--- src/rtl/scrs_pkg.sv ---
// Shared types and constants of the small coefficient rejection sampler.
`default_nettype none

package scrs_pkg;

	// Sequencer states.
	typedef enum logic {
		ST_IDLE,
		ST_RUN
	} state_t;

	// Register indexes of the configuration port.
	localparam logic CFG_IDX_MODE   = 1'b0;
	localparam logic CFG_IDX_TARGET = 1'b1;

	// Sampling modes.
	localparam logic MODE_ETA1 = 1'b0;
	localparam logic MODE_ETA2 = 1'b1;

	localparam logic [8:0] TARGET_RESET = 9'd256;

	// Rejection bounds.
	localparam logic [7:0] ETA1_BOUND  = 8'd243;
	localparam logic [3:0] ETA2_REJECT = 4'hF;

	// Reciprocals for division by three (shift 9) and by five (shift 10).
	localparam logic [7:0] RECIP3 = 8'd171;
	localparam logic [7:0] RECIP5 = 8'd205;

	// Last step index of each mode: five trits or two nibbles.
	localparam logic [2:0] LAST_DIG_ETA1 = 3'd4;
	localparam logic [2:0] LAST_DIG_ETA2 = 3'd1;

	// Quotient and remainder from the shared digit unit.
	typedef struct packed {
		logic [7:0] quot;
		logic [2:0] rem;
	} digit_res_t;

endpackage : scrs_pkg

`default_nettype wire

--- src/rtl/scrs_digit_unit.sv ---
// Shared divide-by-constant unit: quotient and remainder by three or by five.
`default_nettype none

module scrs_digit_unit (
	input  wire logic                    eta_mode,
	input  wire logic [7:0]              operand,
	output scrs_pkg::digit_res_t         res
);
	import scrs_pkg::*;

	logic [7:0]  recip;
	logic [15:0] prod;
	logic [7:0]  quot;
	logic [9:0]  back;
	logic [7:0]  diff;

	// One small multiplier serves both moduli; the reciprocal is exact for the operand range.
	always_comb begin
		recip = (eta_mode == MODE_ETA2) ? RECIP5 : RECIP3;
		prod  = {8'd0, operand} * {8'd0, recip};
		if (eta_mode == MODE_ETA2) begin
			quot = {2'd0, prod[15:10]};
			back = {2'd0, quot} + {quot, 2'd0};
		end else begin
			quot = {1'b0, prod[15:9]};
			back = {2'd0, quot} + {1'b0, quot, 1'b0};
		end
		diff      = operand - back[7:0];
		res.quot  = quot;
		res.rem   = diff[2:0];
	end

endmodule : scrs_digit_unit

`default_nettype wire

--- src/rtl/small_coefficient_rejection_sampler.sv ---
// Top level of the small coefficient rejection sampler: sequencer, counter and output register.
`default_nettype none

// Channel   Handshake                 Payload
// in        in_valid / in_stall       rand_byte, start_new, end_of_buffer
// out       out_valid / out_stall     coefficient, coef_index, coef_valid,
//                                     produced_count, last_of_run
// cfg       cfg_valid / cfg_ready     cfg_index, cfg_data
//
// An item is accepted while the sequencer is idle, then takes one step per digit
// in the shared divide-by-constant unit: five steps in eta-one mode, two in eta-two mode.
// Each step waits while the output register holds a result that is stalled.
// Reset clears the count, the sequencer and the output valid; eta_mode resets to
// eta one and target_count to 256. The configuration port is always ready.

module small_coefficient_rejection_sampler #(
	parameter int MAX_COEFS = 256
) (
	input  wire logic              clk,
	input  wire logic              arst_n,

	input  wire logic              in_valid,
	output logic                   in_stall,
	input  wire logic [7:0]        rand_byte,
	input  wire logic              start_new,
	input  wire logic              end_of_buffer,

	output logic                   out_valid,
	input  wire logic              out_stall,
	output logic signed [2:0]      coefficient,
	output logic [7:0]             coef_index,
	output logic                   coef_valid,
	output logic [8:0]             produced_count,
	output logic                   last_of_run,

	input  wire logic              cfg_valid,
	output logic                   cfg_ready,
	input  wire logic              cfg_index,
	input  wire logic [8:0]        cfg_data
);
	import scrs_pkg::*;

	// The count is nine bits wide, so any cap of 511 or more never binds.
	localparam int           LimCapInt = (MAX_COEFS > 511) ? 511 : MAX_COEFS;
	localparam logic [8:0]   LIM_CAP   = LimCapInt[8:0];

	// Configuration registers.
	logic       eta_mode_q;
	logic [8:0] target_q;

	// Sequencer state and the item under work.
	state_t     state_q, state_d;
	logic [7:0] byte_q;
	logic [7:0] trit_q;
	logic       eob_q;
	logic [2:0] dig_q;
	logic       emitted_q;
	logic [8:0] produced_q;

	// Output register.
	logic              out_valid_q;
	logic signed [2:0] coef_q;
	logic [7:0]        idx_q;
	logic              cvalid_q;
	logic [8:0]        count_q;
	logic              last_q;

	// Step control.
	logic       accept;
	logic       out_free;
	logic       step_go;
	logic [8:0] lim;
	logic [8:0] prod_inc;
	logic [7:0] operand;
	logic       step_ok;
	logic       emit;
	logic       more;
	logic       last_step;
	logic       status;
	logic signed [2:0] coef_val;
	digit_res_t dres;

	scrs_digit_unit u_digit (
		.eta_mode (eta_mode_q),
		.operand  (operand),
		.res      (dres)
	);

	assign cfg_ready = 1'b1;
	assign in_stall  = (state_q != ST_IDLE);
	assign accept    = in_valid && !in_stall;
	assign out_free  = !out_valid_q || !out_stall;

	always_ff @(posedge clk or negedge arst_n) begin
		if (!arst_n) begin
			eta_mode_q <= MODE_ETA1;
			target_q   <= TARGET_RESET;
		end else if (cfg_valid && cfg_ready) begin
			case (cfg_index)
				CFG_IDX_MODE:   eta_mode_q <= cfg_data[0];
				CFG_IDX_TARGET: target_q   <= cfg_data;
				default:        ;
			endcase
		end
	end

	// Next state and step decisions. A step runs only when the output register
	// can take a result, so the digit walk never outruns the consumer.
	always_comb begin
		lim      = (target_q > LIM_CAP) ? LIM_CAP : target_q;
		prod_inc = produced_q + 9'd1;

		if (eta_mode_q == MODE_ETA2) begin
			operand   = (dig_q == 3'd0) ? {4'd0, byte_q[3:0]} : {4'd0, byte_q[7:4]};
			step_ok   = (operand[3:0] != ETA2_REJECT);
			last_step = (dig_q == LAST_DIG_ETA2);
			more      = (dig_q == 3'd0) && (byte_q[7:4] != ETA2_REJECT) && (prod_inc < lim);
			coef_val  = 3'sd2 - $signed(dres.rem);
		end else begin
			operand   = trit_q;
			step_ok   = (byte_q < ETA1_BOUND);
			last_step = (dig_q == LAST_DIG_ETA1);
			more      = (dig_q != LAST_DIG_ETA1) && (prod_inc < lim);
			coef_val  = (dres.rem == 3'd2) ? -3'sd1 : $signed(dres.rem);
		end

		step_go = (state_q == ST_RUN) && out_free;
		emit    = step_go && step_ok && (produced_q < lim);
		// Nothing came out of this item and it closes the buffer: report the count.
		status  = step_go && last_step && !emitted_q && !emit && eob_q;

		state_d = state_q;
		case (state_q)
			ST_IDLE: begin
				if (accept) begin
					state_d = ST_RUN;
				end
			end
			ST_RUN: begin
				if (step_go && last_step) begin
					state_d = ST_IDLE;
				end
			end
			default: state_d = ST_IDLE;
		endcase
	end

	always_ff @(posedge clk or negedge arst_n) begin
		if (!arst_n) begin
			state_q <= ST_IDLE;
		end else begin
			state_q <= state_d;
		end
	end

	always_ff @(posedge clk or negedge arst_n) begin
		if (!arst_n) begin
			produced_q <= '0;
			emitted_q  <= 1'b0;
			dig_q      <= '0;
		end else if (accept) begin
			if (start_new) begin
				produced_q <= '0;
			end
			emitted_q <= 1'b0;
			dig_q     <= '0;
		end else if (step_go) begin
			dig_q <= dig_q + 3'd1;
			if (emit) begin
				produced_q <= prod_inc;
				emitted_q  <= 1'b1;
			end
		end
	end

	// Item payload; the trit register walks down by one division per step.
	always_ff @(posedge clk) begin
		if (accept) begin
			byte_q <= rand_byte;
			trit_q <= rand_byte;
			eob_q  <= end_of_buffer;
		end else if (step_go) begin
			trit_q <= dres.quot;
		end
	end

	always_ff @(posedge clk or negedge arst_n) begin
		if (!arst_n) begin
			out_valid_q <= 1'b0;
		end else if (emit || status) begin
			out_valid_q <= 1'b1;
		end else if (!out_stall) begin
			out_valid_q <= 1'b0;
		end
	end

	always_ff @(posedge clk) begin
		if (emit) begin
			coef_q   <= coef_val;
			idx_q    <= produced_q[7:0];
			cvalid_q <= 1'b1;
			count_q  <= prod_inc;
			last_q   <= !more;
		end else if (status) begin
			coef_q   <= 3'sd0;
			idx_q    <= 8'd0;
			cvalid_q <= 1'b0;
			count_q  <= produced_q;
			last_q   <= 1'b1;
		end
	end

	assign out_valid      = out_valid_q;
	assign coefficient    = coef_q;
	assign coef_index     = idx_q;
	assign coef_valid     = cvalid_q;
	assign produced_count = count_q;
	assign last_of_run    = last_q;

	// A real coefficient's count is always one past its index.
	a_count_follows_index: assert property (@(posedge clk) disable iff (!arst_n)
		out_valid_q && cvalid_q |-> count_q[7:0] == idx_q + 8'd1)
		else $error("produced_count does not follow coef_index");

	// A status result is a zero coefficient that closes the item.
	a_status_shape: assert property (@(posedge clk) disable iff (!arst_n)
		out_valid_q && !cvalid_q |-> last_q && coef_q == 3'sd0 && idx_q == 8'd0)
		else $error("malformed status result");

	// The digit walk never passes the last step of its mode.
	a_dig_range: assert property (@(posedge clk) disable iff (!arst_n)
		state_q == ST_RUN |-> dig_q <= ((eta_mode_q == MODE_ETA2) ? LAST_DIG_ETA2
		                                                        : LAST_DIG_ETA1))
		else $error("digit step out of range");

	// A result is never loaded over a stalled one.
	a_no_overwrite: assert property (@(posedge clk) disable iff (!arst_n)
		out_valid_q && out_stall |-> !emit && !status)
		else $error("output register overwritten while stalled");

endmodule : small_coefficient_rejection_sampler

`default_nettype wire

--- config.mk ---
export PLATFORM = sky130hd
export DESIGN_NAME = small_coefficient_rejection_sampler
export DESIGN_NICKNAME = d
export VERILOG_FILES = /design/src/rtl/scrs_pkg.sv /design/src/rtl/scrs_digit_unit.sv /design/src/rtl/small_coefficient_rejection_sampler.sv
export SDC_FILE = /design/constraint.sdc
export NUM_CORES = 1
export LEC_CHECK = 0
export ABC_AREA = 1
export ABC_CLOCK_PERIOD_IN_PS = 5500
export BUFFER_PORTS_ARGS = -buffer_cell sky130_fd_sc_hd__clkbuf_2
export CORE_UTILIZATION = 50
export CTS_CLUSTER_SIZE = 30
export DETAILED_ROUTE_END_ITERATION = 10
export PLACE_DENSITY = 0.72
export REMOVE_ABC_BUFFERS = 1
export SLEW_MARGIN = 15
export SYNTH_ARGS = -nofsm -noshare
export SYNTH_HDL_FRONTEND = slang
export SYNTH_SLANG_ARGS = --single-unit
--- constraint.sdc ---
create_clock -name clk -period 5.5 [get_ports clk]
set_input_delay 0.275 -clock clk [delete_from_list [all_inputs] [get_ports clk]]
set_output_delay 0.275 -clock clk [all_outputs]
set_load 0.005 [all_outputs]
Word level (Yosys, flattened, before mapping)

Cells that the tools add are included.

$add $sub $neg: 6
$mul: 1
Order comparisons: 4
Eq/ne operators: 8
Muxes and demuxes: 35
Bitwise gates (word level): 2
Reductions and logical operators: 27

Operators with widths:

| operator            | count |
|---|---|
| $mux 9              | 7 |
| $mux 8              | 5 |
| $mux 3              | 7 |
| $lt 9x9->1          | 2 |
| $mul 8x8->16        | 1 |
| $mux 7              | 2 |
| $mux 1              | 12 |
| $logic_and 1x1->1   | 11 |
| $add 9x1->9 const B | 1 |
| $gt 9x9->1 const B  | 1 |
| $lt 8x8->1 const B  | 1 |
| $ne 4x4->1 const B  | 2 |
| $add 3x3->3         | 2 |
| $logic_not 1->1     | 6 |
| $reduce_and 2->1    | 3 |
| $reduce_bool 2->1   | 3 |
| $mux 4              | 1 |
| $add 3x1->3 const B | 1 |
| $eq 3x1->1 const B  | 1 |
| $eq 3x2->1 const B  | 1 |
| $eq 3x3->1 const B  | 1 |
| $logic_not 3->1     | 1 |
| $ne 3x3->1 const B  | 1 |
| $reduce_and 3->1    | 1 |
| 7 further kinds     | 9 |

Register bits: 64
Input bits: 25
Output and inout port bits: 25
Word-level logic and storage cells: 98

Logic depth before layout (Yosys ltp)

Gate-level depths: netlist (run 1).

Depth in word-level cells: 11
Gate-level depth with buffers: 37

Hierarchy

Synthesis (run 1) repeated with hierarchy kept, for this count alone.

Cell total of the unflattened synthesis: 628
Area total of the unflattened synthesis: 5321.4 um^2

By module, submodules not included:

| module                              | times used | cells an instance | area each (um^2) |
|---|---|---|---|
| small_coefficient_rejection_sampler | 1          | 374               | 3443.3 |
| scrs_digit_unit                     | 1          | 254               | 1878.1 |

Least setup slack after synthesis (run 1)

OpenSTA, ideal clock, no wires.

Path kind: reg-to-reg
Start: reg dig_q[0]
End: reg coef_q[2] (netlist: coefficient[2]), data pin
Library setup time: 0.255 ns
Data arrival time: 5.882 ns
Path slack: -0.637 ns
Cell stages (with the launch flop): 34
Clock period less this slack: 6.137 ns
Path through: dfrtp_1 > inv_1 > ha_1 > nand2_1 > nand2_1 > o21ai_0 > o21ai_0 > nor2_1 > fa_1 > inv_1 > fa_1 > inv_1 > fa_1 > inv_1 > fa_1 > inv_1 > ha_1 > a21oi_1 > nand2_1 > nor2_2 > nand3_2 > nand2_4 > inv_4 > o21ai_0 > ha_1 > inv_1 > fa_1 > ha_1 > inv_1 > nor2_1 > a21oi_1 > nand3_2 > nand2_1 > nor2_1

Cells in the longest elaborated chain, start to end: 11
Elaborated cells on any way between the ends: 17

Ends and longest elaborated chain:

| item                                                                 | RTL line                                   | source |
|---|---|---|
| from (decl)                                                          | small_coefficient_rejection_sampler.sv:56  | `logic [2:0] dig_q;` |
| from (signal assigned)                                               | small_coefficient_rejection_sampler.sv:168 | `dig_q <= dig_q + 3'd1;` |
| $logic_not 3->1 *                                                    | small_coefficient_rejection_sampler.sv:114 | `operand = (dig_q == 3'd0) ? {4'd0, byte_q[3:0]} : {4'd0, byte_q[7:4]};` |
| $mux 4 *                                                             | small_coefficient_rejection_sampler.sv:114 |  |
| parallel branches: the longest is 8 deep, another holds $mul 8x8->16 | --                                         |  |
| $mux 3 *                                                             | small_coefficient_rejection_sampler.sv:198 | `if (emit) begin` |
| to (signal assigned)                                                 | small_coefficient_rejection_sampler.sv:199 | `coef_q <= coef_val;` |
| to (decl)                                                            | small_coefficient_rejection_sampler.sv:62  | `logic signed [2:0] coef_q;` |

Mark *: on every way between the ends.
A chain may end at the register's enable or synchronous reset.

Worst setup path in the final report (run 1)

Start: reg dig_q[0]
End: reg coef_q[1] (netlist: coefficient[1]), data pin

The elaborated chain is that of the path after synthesis.

==> results.ini, run 1 <==
[clocking]
cts_sinks=64
cts_buffers=9
cts_tree=yes
cts.clk_slew.worst_paths_ns=0.07
htreeDepth=3
clock_path_buffers=2
clock_latency_ns=0.37
cts_root_buffer=clkbuf_8

[synthesis]
ys_ff_latch=64
async_reset_ff_frac=0.391
syn_area_per_cell_um2=9.07
synth.largest_area_cell=edfxtp_1
synth_seq_area_share=0.347
synth_edf_count=38
synth_top_area_share=0.221
yosys-top-cells-area=edfxtp_1 (22%), ha_1 (15%), dfrtp_1 (12%)
ys_types=43
synth_ff_type=edfxtp_1
synth_area_um2=5160
syn-instance-count=569
yosys_warnings=0

[timing]
tightest_slew_ns=0.678
tns_ns=-1.55
hold_viol=0
timing.final.crit_share=1.09
rsz0062_at_grt=true
setup_viol=3
layout_setup_ws_ns=-0.522
max_freq_mhz=166
slew_viol_final=0
skew_ns=0.00933
layout_min_cycle_time_ns=6.02
maxSlewHeadroom=0.548

[outcome]
status=finished, violations left
violations=setup timing

[worst_setup_path]
crit_slowest_cell=fa_1
crit_path_start_kind=flop
path_max_fanout=8
critPathMaxStageDelay_ns=0.55
path_class=reg -> reg
cp.arrival_ns=6.25
required_ns=5.72
worst-r2r-setup-slack_ns=-0.52
cp-end-kind=flop

[place]
placedInstanceArea_um2=5930
dpl.hpwl_mm=9.20
port-buffer-count=48
place_inst=801
gp_congestion=0.873

[routing]
wl_mm=13.4
final_antenna_net_count=0
num_vias=4526
via_per_inst=5.22
firstDrtPassIters=5
route.detailed.drc=0
drt-initial-drc-count=228
wl_per_cell_um=15.5

[cells_and_area]
fin_cells=867
diodes=0
drive_above_1_share=0.375
layout_common_cells=buf_4 (103), inv_1 (94), nand2_1 (85)
final_area_um2=6840
layout_commonest_cell=buf_4
area_growth_pct=32.5
fill_cells=727
finalNetCount=840

[flow_run]
max-cap-violations=0

[die]
initial_core_util=0.521
core_area_um2=9910
io_pins=50
die_h_um=104
die_w_um=104
row_count=36
dieArea_um2=10700

[global_route]
globalRouteTotalUtil=0.256
grt_first_pass_wirelength_mm=21.5
grt_max_degree=26
grt-ovfl-total=0
grt_pass1_vias=4671
antenna_found_initial=0

[hold_path]
hp-class=in -> reg

[through the flow]
step           setup WS, ns  hold WS [ns]   util
2_1_floorplan        -0.799       -0.0206      -
3_5_place_dp          -1.11         0.337  0.599
6_report             -0.522        0.0984  0.690
5_1_grt              -0.785        0.0917  0.690
3_3_place_gp         -0.817         0.330  0.599
4_1_cts              -0.415        0.0821  0.673
[metal layers]
layer	up-vias	global-route usage	wire length, µm
met3	41	0.0516	656
met1	2169	0.290	5350
li1	2158	-	-
met5	-	0	0
met4	0	0.102	439
met2	158	0.467	7000
[registers in the layout, summed over array words and instances (netlist names), 3 cells and up]
register / cells
byte_q: 8
coef_index: 8
coefficient: 3
dig_q: 3
produced_count: 9
produced_q: 9
target_q: 9
trit_q: 8
[cells in the mapped netlist (3+ instances only)]
| library cell | count |
|---|---|
| fa_1 | 24 |
| nor2_2 | 5 |
| nor3_1 | 3 |
| nand2_1 | 97 |
| nand3_1 | 24 |
| nand3_2 | 8 |
| a31oi_1 | 3 |
| inv_1 | 106 |
| nor2_1 | 34 |
| nand2_2 | 9 |
| o211ai_1 | 3 |
| clkbuf_1 | 6 |
| edfxtp_1 | 38 |
| a21oi_1 | 27 |
| buf_6 | 5 |
| mux2_2 | 7 |
| o21ai_0 | 23 |
| nor4_1 | 4 |
| ha_1 | 61 |
| o21ai_2 | 10 |
| nand2_4 | 7 |
| xor2_1 | 12 |
| o21a_1 | 3 |
| inv_2 | 3 |
| nand4_1 | 3 |
| dfrtp_1 | 24 |
[cell type report]
cell class                 count  area (µm²)  area share
inverter                     112         428      0.0626
multi-input combinational    386        3190       0.466
clock buffer                  10         138      0.0201
tap                          133         166      0.0243
sequential                    64        1790       0.262
clock inverter                 5        47.5     0.00696
timing repair buffer         157        1080       0.158
[path summary, 6_finish.rpt]
check | start | end | depth (start not counted)
hold reg to reg | coef_valid | coef_valid | 2
setup / recovery | dig_q[0] | coefficient[1] | 37
hold / removal | end_of_buffer | eob_q | 1
min in group asynchronous | arst_n | produced_q[0] | 2
max in group asynchronous | arst_n | dig_q[0] | 2
setup reg to reg | dig_q[0] | coefficient[1] | 37
[cell families (layout without fill, tap and decap cells)]
logic type / count (synthesis) / count (layout) / synth area share
AOI/OAI and AO/OA: 76 / 76 / 0.0883
xor gates and xnor gates: 12 / 12 / 0.0204
adders and majority gates: 85 / 85 / 0.241
buffers and inverters: 124 / 284 / 0.0997
DFF: 64 / 64 / 0.347
muxes: 8 / 8 / 0.0172
other: 2 / 7 / 0.00146
and+or+nand+nor: 198 / 198 / 0.185
[critical path, delay by kind of cell (launching register included)]
kind	cells	cell delay, ns
AOI/OAI and AO/OA	5	0.48
adders and majority gates	8	3.10
buffers and inverters	11	0.77
DFF	1	0.40
and+or+nand+nor	13	1.09
[repair_timing]
item | in CTS | in global routing
pin swaps | 35 | 30
setup endpoints to repair | 3 | 24
resized for setup | 66 | 22
buffers inserted | 40 | 10
endpoints found under the hold margin | 24 | 0
hold buffers | 1 | 0
Power of run 1 is left out: the tool's default activity adds up to more than one toggle a clock period on the data nets, which glitch-free logic cannot reach.
==> run 2, diff against run 1 <==
--- a/config.mk
+++ b/config.mk
@@ -7,7 +7,7 @@
 export LEC_CHECK = 0
 export ABC_AREA = 1
 export ABC_CLOCK_PERIOD_IN_PS = 5500
-export BUFFER_PORTS_ARGS = -buffer_cell sky130_fd_sc_hd__clkbuf_2
+export BUFFER_PORTS_ARGS = -buffer_cell sky130_fd_sc_hd__buf_4
 export CORE_UTILIZATION = 50
 export CTS_CLUSTER_SIZE = 30
 export DETAILED_ROUTE_END_ITERATION = 10
==> run 2 against run 1 <==
Effect of this change: the run still ends with setup timing left; maximum frequency decreased by 0.22%; setup slack worse by 0.013 ns; first-iteration DRC count down 29%.
==> results.ini, run 2 (same netlist as run 1, synthesis figures left out) <==
[outcome]
status=finished, violations left
violations=setup timing

[clocking]
cts_root_buffer=clkbuf_8
cts_tree=yes
cts_buffers=9
cts_sinks=64
clock_latency_ns=0.36
clock_path_buffers=2
cts.clk_slew.worst_paths_ns=0.08
htreeDepth=3

[worst_setup_path]
crit_path_start_kind=flop
path_max_fanout=8
cp.arrival_ns=6.15
crit_family=adder cells
crit_start=dig_q[0]
critPathMaxStageDelay_ns=0.55
cpMostUsedCell=fa_1
r2r_end=coefficient[1]
reg2reg_from=dig_q[0]
worst-r2r-setup-slack_ns=-0.54
cp-end-kind=flop
rr_worst_depth=33
crit_slowest_cell=fa_1
crit_buf_inv=9
required_ns=5.62
path_class=reg -> reg

[global_route]
grt_pass1_vias=4448
grt-ovfl-total=0
grt_util_met2=0.435
top_usage_layer=met2
grt_use_met3=0.0409
globalRouteMet1Util=0.285
globalRouteTotalUtil=0.242
grt_max_degree=26
grt_first_pass_wirelength_mm=20.5
antenna_found_initial=0

[place]
port-buffer-count=48
placedInstanceArea_um2=6060
dp_slack_ns=-1.07
gp_congestion=0.896
dpl.hpwl_mm=9.20

[timing]
timing.final.crit_share=1.10
tightest_slew_ns=0.946
layout_min_cycle_time_ns=6.04
maxSlewHeadroom=0.368
max_freq_mhz=166
setup_viol=3
rsz0062_at_grt=true
hold_viol=0
slew_viol_final=0
skew_ns=0.0126
layout_setup_ws_ns=-0.536

[cells_and_area]
multi_input_area_um2=3160
drive_above_1_share=0.357
seq_area_um2=1790
area_growth_pct=30.4
layout_common_cells=buf_4 (119), inv_1 (94), nand2_1 (82)
diodes=0
fill_cells=750
layout_commonest_cell=buf_4
finalNetCount=809
final_area_um2=6730

[die]
die_w_um=104
die_h_um=104
initial_core_util=0.521
row_count=36
core_area_um2=9910
io_pins=50
dieArea_um2=10700

[routing]
firstDrtPassIters=5
wl_per_cell_um=14.9
final_antenna_net_count=0
route.detailed.drc=0
drt-initial-drc-count=163
wl_mm=12.4
via_per_inst=5.15
num_vias=4307

[hold_path]
hold_start=end_of_buffer
hold_path_depth=1
hp-class=in -> reg
hold_end=eob_q

[flow_run]
max-cap-violations=0

==> run 2: worst register-to-register path: cells and delay by family (launching register included) <==
family | cells | cell delay, ns
AO/OA/AOI/OAI | 5 | 0.40
multiplexers | 1 | 0.20
adder cells (fa/ha/maj) | 8 | 3.30
buffers and inverters | 9 | 0.65
AND/OR/NAND/NOR | 10 | 0.87
flip-flops | 1 | 0.40
==> run 2: timing repair <==
| item | 4_1_cts | 5_1_grt |
|---|---|---|
| setup endpoints to repair | 3 | 3 |
| resized for setup | 60 | 27 |
| endpoints found under the hold margin | 24 | 0 |
| pin swaps | 31 | 18 |
| hold buffers | 1 | 0 |
| setup buffers | 13 | 5 |
==> run 2: worst max-delay path by stage <==
stage	endpoint	depth (start not counted)	slack (ns)
2_1_floorplan	coefficient[2]	29	-0.80
3_3_place_gp	coefficient[2]	33	-0.83
3_5_place_dp	coefficient[2]	33	-1.07
4_1_cts	coefficient[1]	36	-0.46
5_1_grt	coefficient[2]	35	-0.76
6_report	coefficient[1]	33	-0.54
==> run 2: per-stage QoR <==
stage          std cells  hold WS (ns)  utilization  TNS (ns)
3_3_place_gp         802         0.203        0.612     -2.39
5_1_grt              837        0.0892        0.679     -2.26
2_1_floorplan        562       -0.0206            -     -2.10
4_1_cts              832        0.0867        0.667     -1.34
3_5_place_dp         802         0.211        0.612     -3.11
6_report             837        0.0955        0.679     -1.57
==> run 2: layout make-up <==
type	instances	share of cell area
Clock inverter	6	0.0125
Clock buffer	10	0.0190
Timing Repair Buffer	126	0.144
Tap cell	133	0.0247
Sequential cell	64	0.266
Multi-Input combinational cell	386	0.470
Inverter	112	0.0636
==> run 2: layer usage <==
layer	part of all wire	up-vias
met5	0	-
met4	0.026	0
met3	0.036	33
met2	0.52	114
met1	0.42	2053
li1	-	2107
Power of run 2 is left out for the same reason.
==> run 3, diff against run 2 <==
--- a/config.mk
+++ b/config.mk
@@ -6,12 +6,12 @@
 export NUM_CORES = 1
 export LEC_CHECK = 0
 export ABC_AREA = 1
-export ABC_CLOCK_PERIOD_IN_PS = 5500
+export ABC_CLOCK_PERIOD_IN_PS = 7350
 export BUFFER_PORTS_ARGS = -buffer_cell sky130_fd_sc_hd__buf_4
 export CORE_UTILIZATION = 50
 export CTS_CLUSTER_SIZE = 30
 export DETAILED_ROUTE_END_ITERATION = 10
-export PLACE_DENSITY = 0.72
+export PLACE_DENSITY = 0.69
 export REMOVE_ABC_BUFFERS = 1
 export SLEW_MARGIN = 15
 export SYNTH_ARGS = -nofsm -noshare
==> constraint.sdc (replaced) <==
create_clock -name clk -period 7.35 [get_ports clk]
set_input_delay 0.3675 -clock clk [delete_from_list [all_inputs] [get_ports clk]]
set_output_delay 0.3675 -clock clk [all_outputs]
set_load 0.005 [all_outputs]
==> run 3 against run 2 <==
Effect of this change: the flow now finishes without violations; die area did not move; register-to-register slack improved by 1.2 ns; design area decreased by 13%; setup slack gained 1.2 ns.
==> results.ini, run 3 (same netlist as run 1, synthesis figures left out) <==
[outcome]
status=completed

[cells_and_area]
finalNetCount=733
layout_commonest_cell=inv_1
area_growth_pct=13.8
fill_cells=848
layout_common_cells=inv_1 (106), nand2_1 (97), ha_1 (61)
fin_cells=761
diodes=0
drive_above_1_share=0.189

[clocking]
clock_latency_ns=0.34
clock_path_buffers=2
cts_tree=yes
post_cts_buffers=0
cts.clk_slew.worst_paths_ns=0.07
cts_root_buffer=clkbuf_8
cts_buffers=9
htreeDepth=3
cts_sinks=64

[worst_setup_path]
path_class=reg -> reg
required_ns=7.45
crit_path_start_kind=flop
cpMostUsedCell=inv_1
crit_slowest_cell=fa_1
path_max_fanout=8
cp-end-kind=flop
crit_buf_inv=9
cp.arrival_ns=6.82
critPathMaxStageDelay_ns=0.54
crit_family=adder cells

[hold_path]
hp-class=in -> reg

[timing]
tns_ns=0
rsz0062_at_grt=false
skew_ns=0.00598
setup_viol=0
hold_viol=0
slew_viol_final=0
max_freq_mhz=149
tightest_slew_ns=0.934
maxSlewHeadroom=0.376
timing.final.crit_share=0.914
layout_min_cycle_time_ns=6.72

[place]
gp_congestion=0.890
place_inst=744
port-buffer-count=48
dpl.hpwl_mm=8.47

[global_route]
grt_pass1_vias=4008
grt_max_degree=26
globalRouteTotalUtil=0.214
top_usage_layer=met2
grt_use_met3=0.0340
grt-ovfl-total=0
grt_first_pass_wirelength_mm=18.3
antenna_found_initial=0
grt_util_met2=0.384
globalRouteMet1Util=0.269

[routing]
firstDrtPassIters=6
via_per_inst=5.08
route.detailed.drc=0
num_vias=3865
wl_per_cell_um=13.9
final_antenna_net_count=0
wl_mm=10.6
drt-initial-drc-count=185

[flow_run]
max-cap-violations=0

[die]
core_area_um2=9910
io_pins=50
initial_core_util=0.521
die_h_um=104
dieArea_um2=10700
die_w_um=104
row_count=36

[run 3: metal layers]
layer / vias up / part of all wire
met4: 0 / 0.0068
li1: 1947 / -
met5: - / 0
met2: 66 / 0.51
met3: 10 / 0.027
met1: 1842 / 0.46
[run 3: timing repair]
item / 4_1_cts / 5_1_grt
hold endpoints to repair: 24 / 0
resized for setup: 0 / 0
hold buffers: 1 / 0
setup endpoints to repair: 0 / 0
[run 3: cell type report]
class / instances / area, µm² / area share
multi-input combinational: 386 / 2880 / 0.490
sequential: 64 / 1790 / 0.304
inverter: 112 / 428 / 0.0729
timing repair buffer: 50 / 378 / 0.0644
tap: 133 / 166 / 0.0283
clock buffer: 10 / 128 / 0.0217
clock inverter: 6 / 108 / 0.0183
[run 3: worst paths after layout]
path | from | to | slack (ns) | depth (start not counted)
max | dig_q[0] | coefficient[2] | 0.63 | 35
min | end_of_buffer | eob_q | 0.20 | 1
max reg2reg | dig_q[0] | coefficient[2] | 0.63 | 35
min in group asynchronous | arst_n | target_q[4] | 0.49 | 2
min reg2reg | coef_valid | coef_valid | 0.46 | 2
max in group asynchronous | arst_n | target_q[8] | 6.56 | 2
[run 3: through the flow]
| step | setup slack, ns | instance area [µm²] | hold WS (ns) | util |
|---|---|---|---|---|
| after global placement | 0.850 | 5630 | 0.292 | 0.568 |
| after CTS | 0.625 | 5870 | 0.194 | 0.593 |
| final | 0.632 | 5870 | 0.203 | 0.593 |
| after detailed placement | 0.660 | 5630 | 0.304 | 0.568 |
| after floorplan | 1.05 | 5090 | 0.0719 | - |
| after global routing | 0.0182 | 5870 | 0.189 | 0.593 |
Power of run 3 is left out for the same reason.
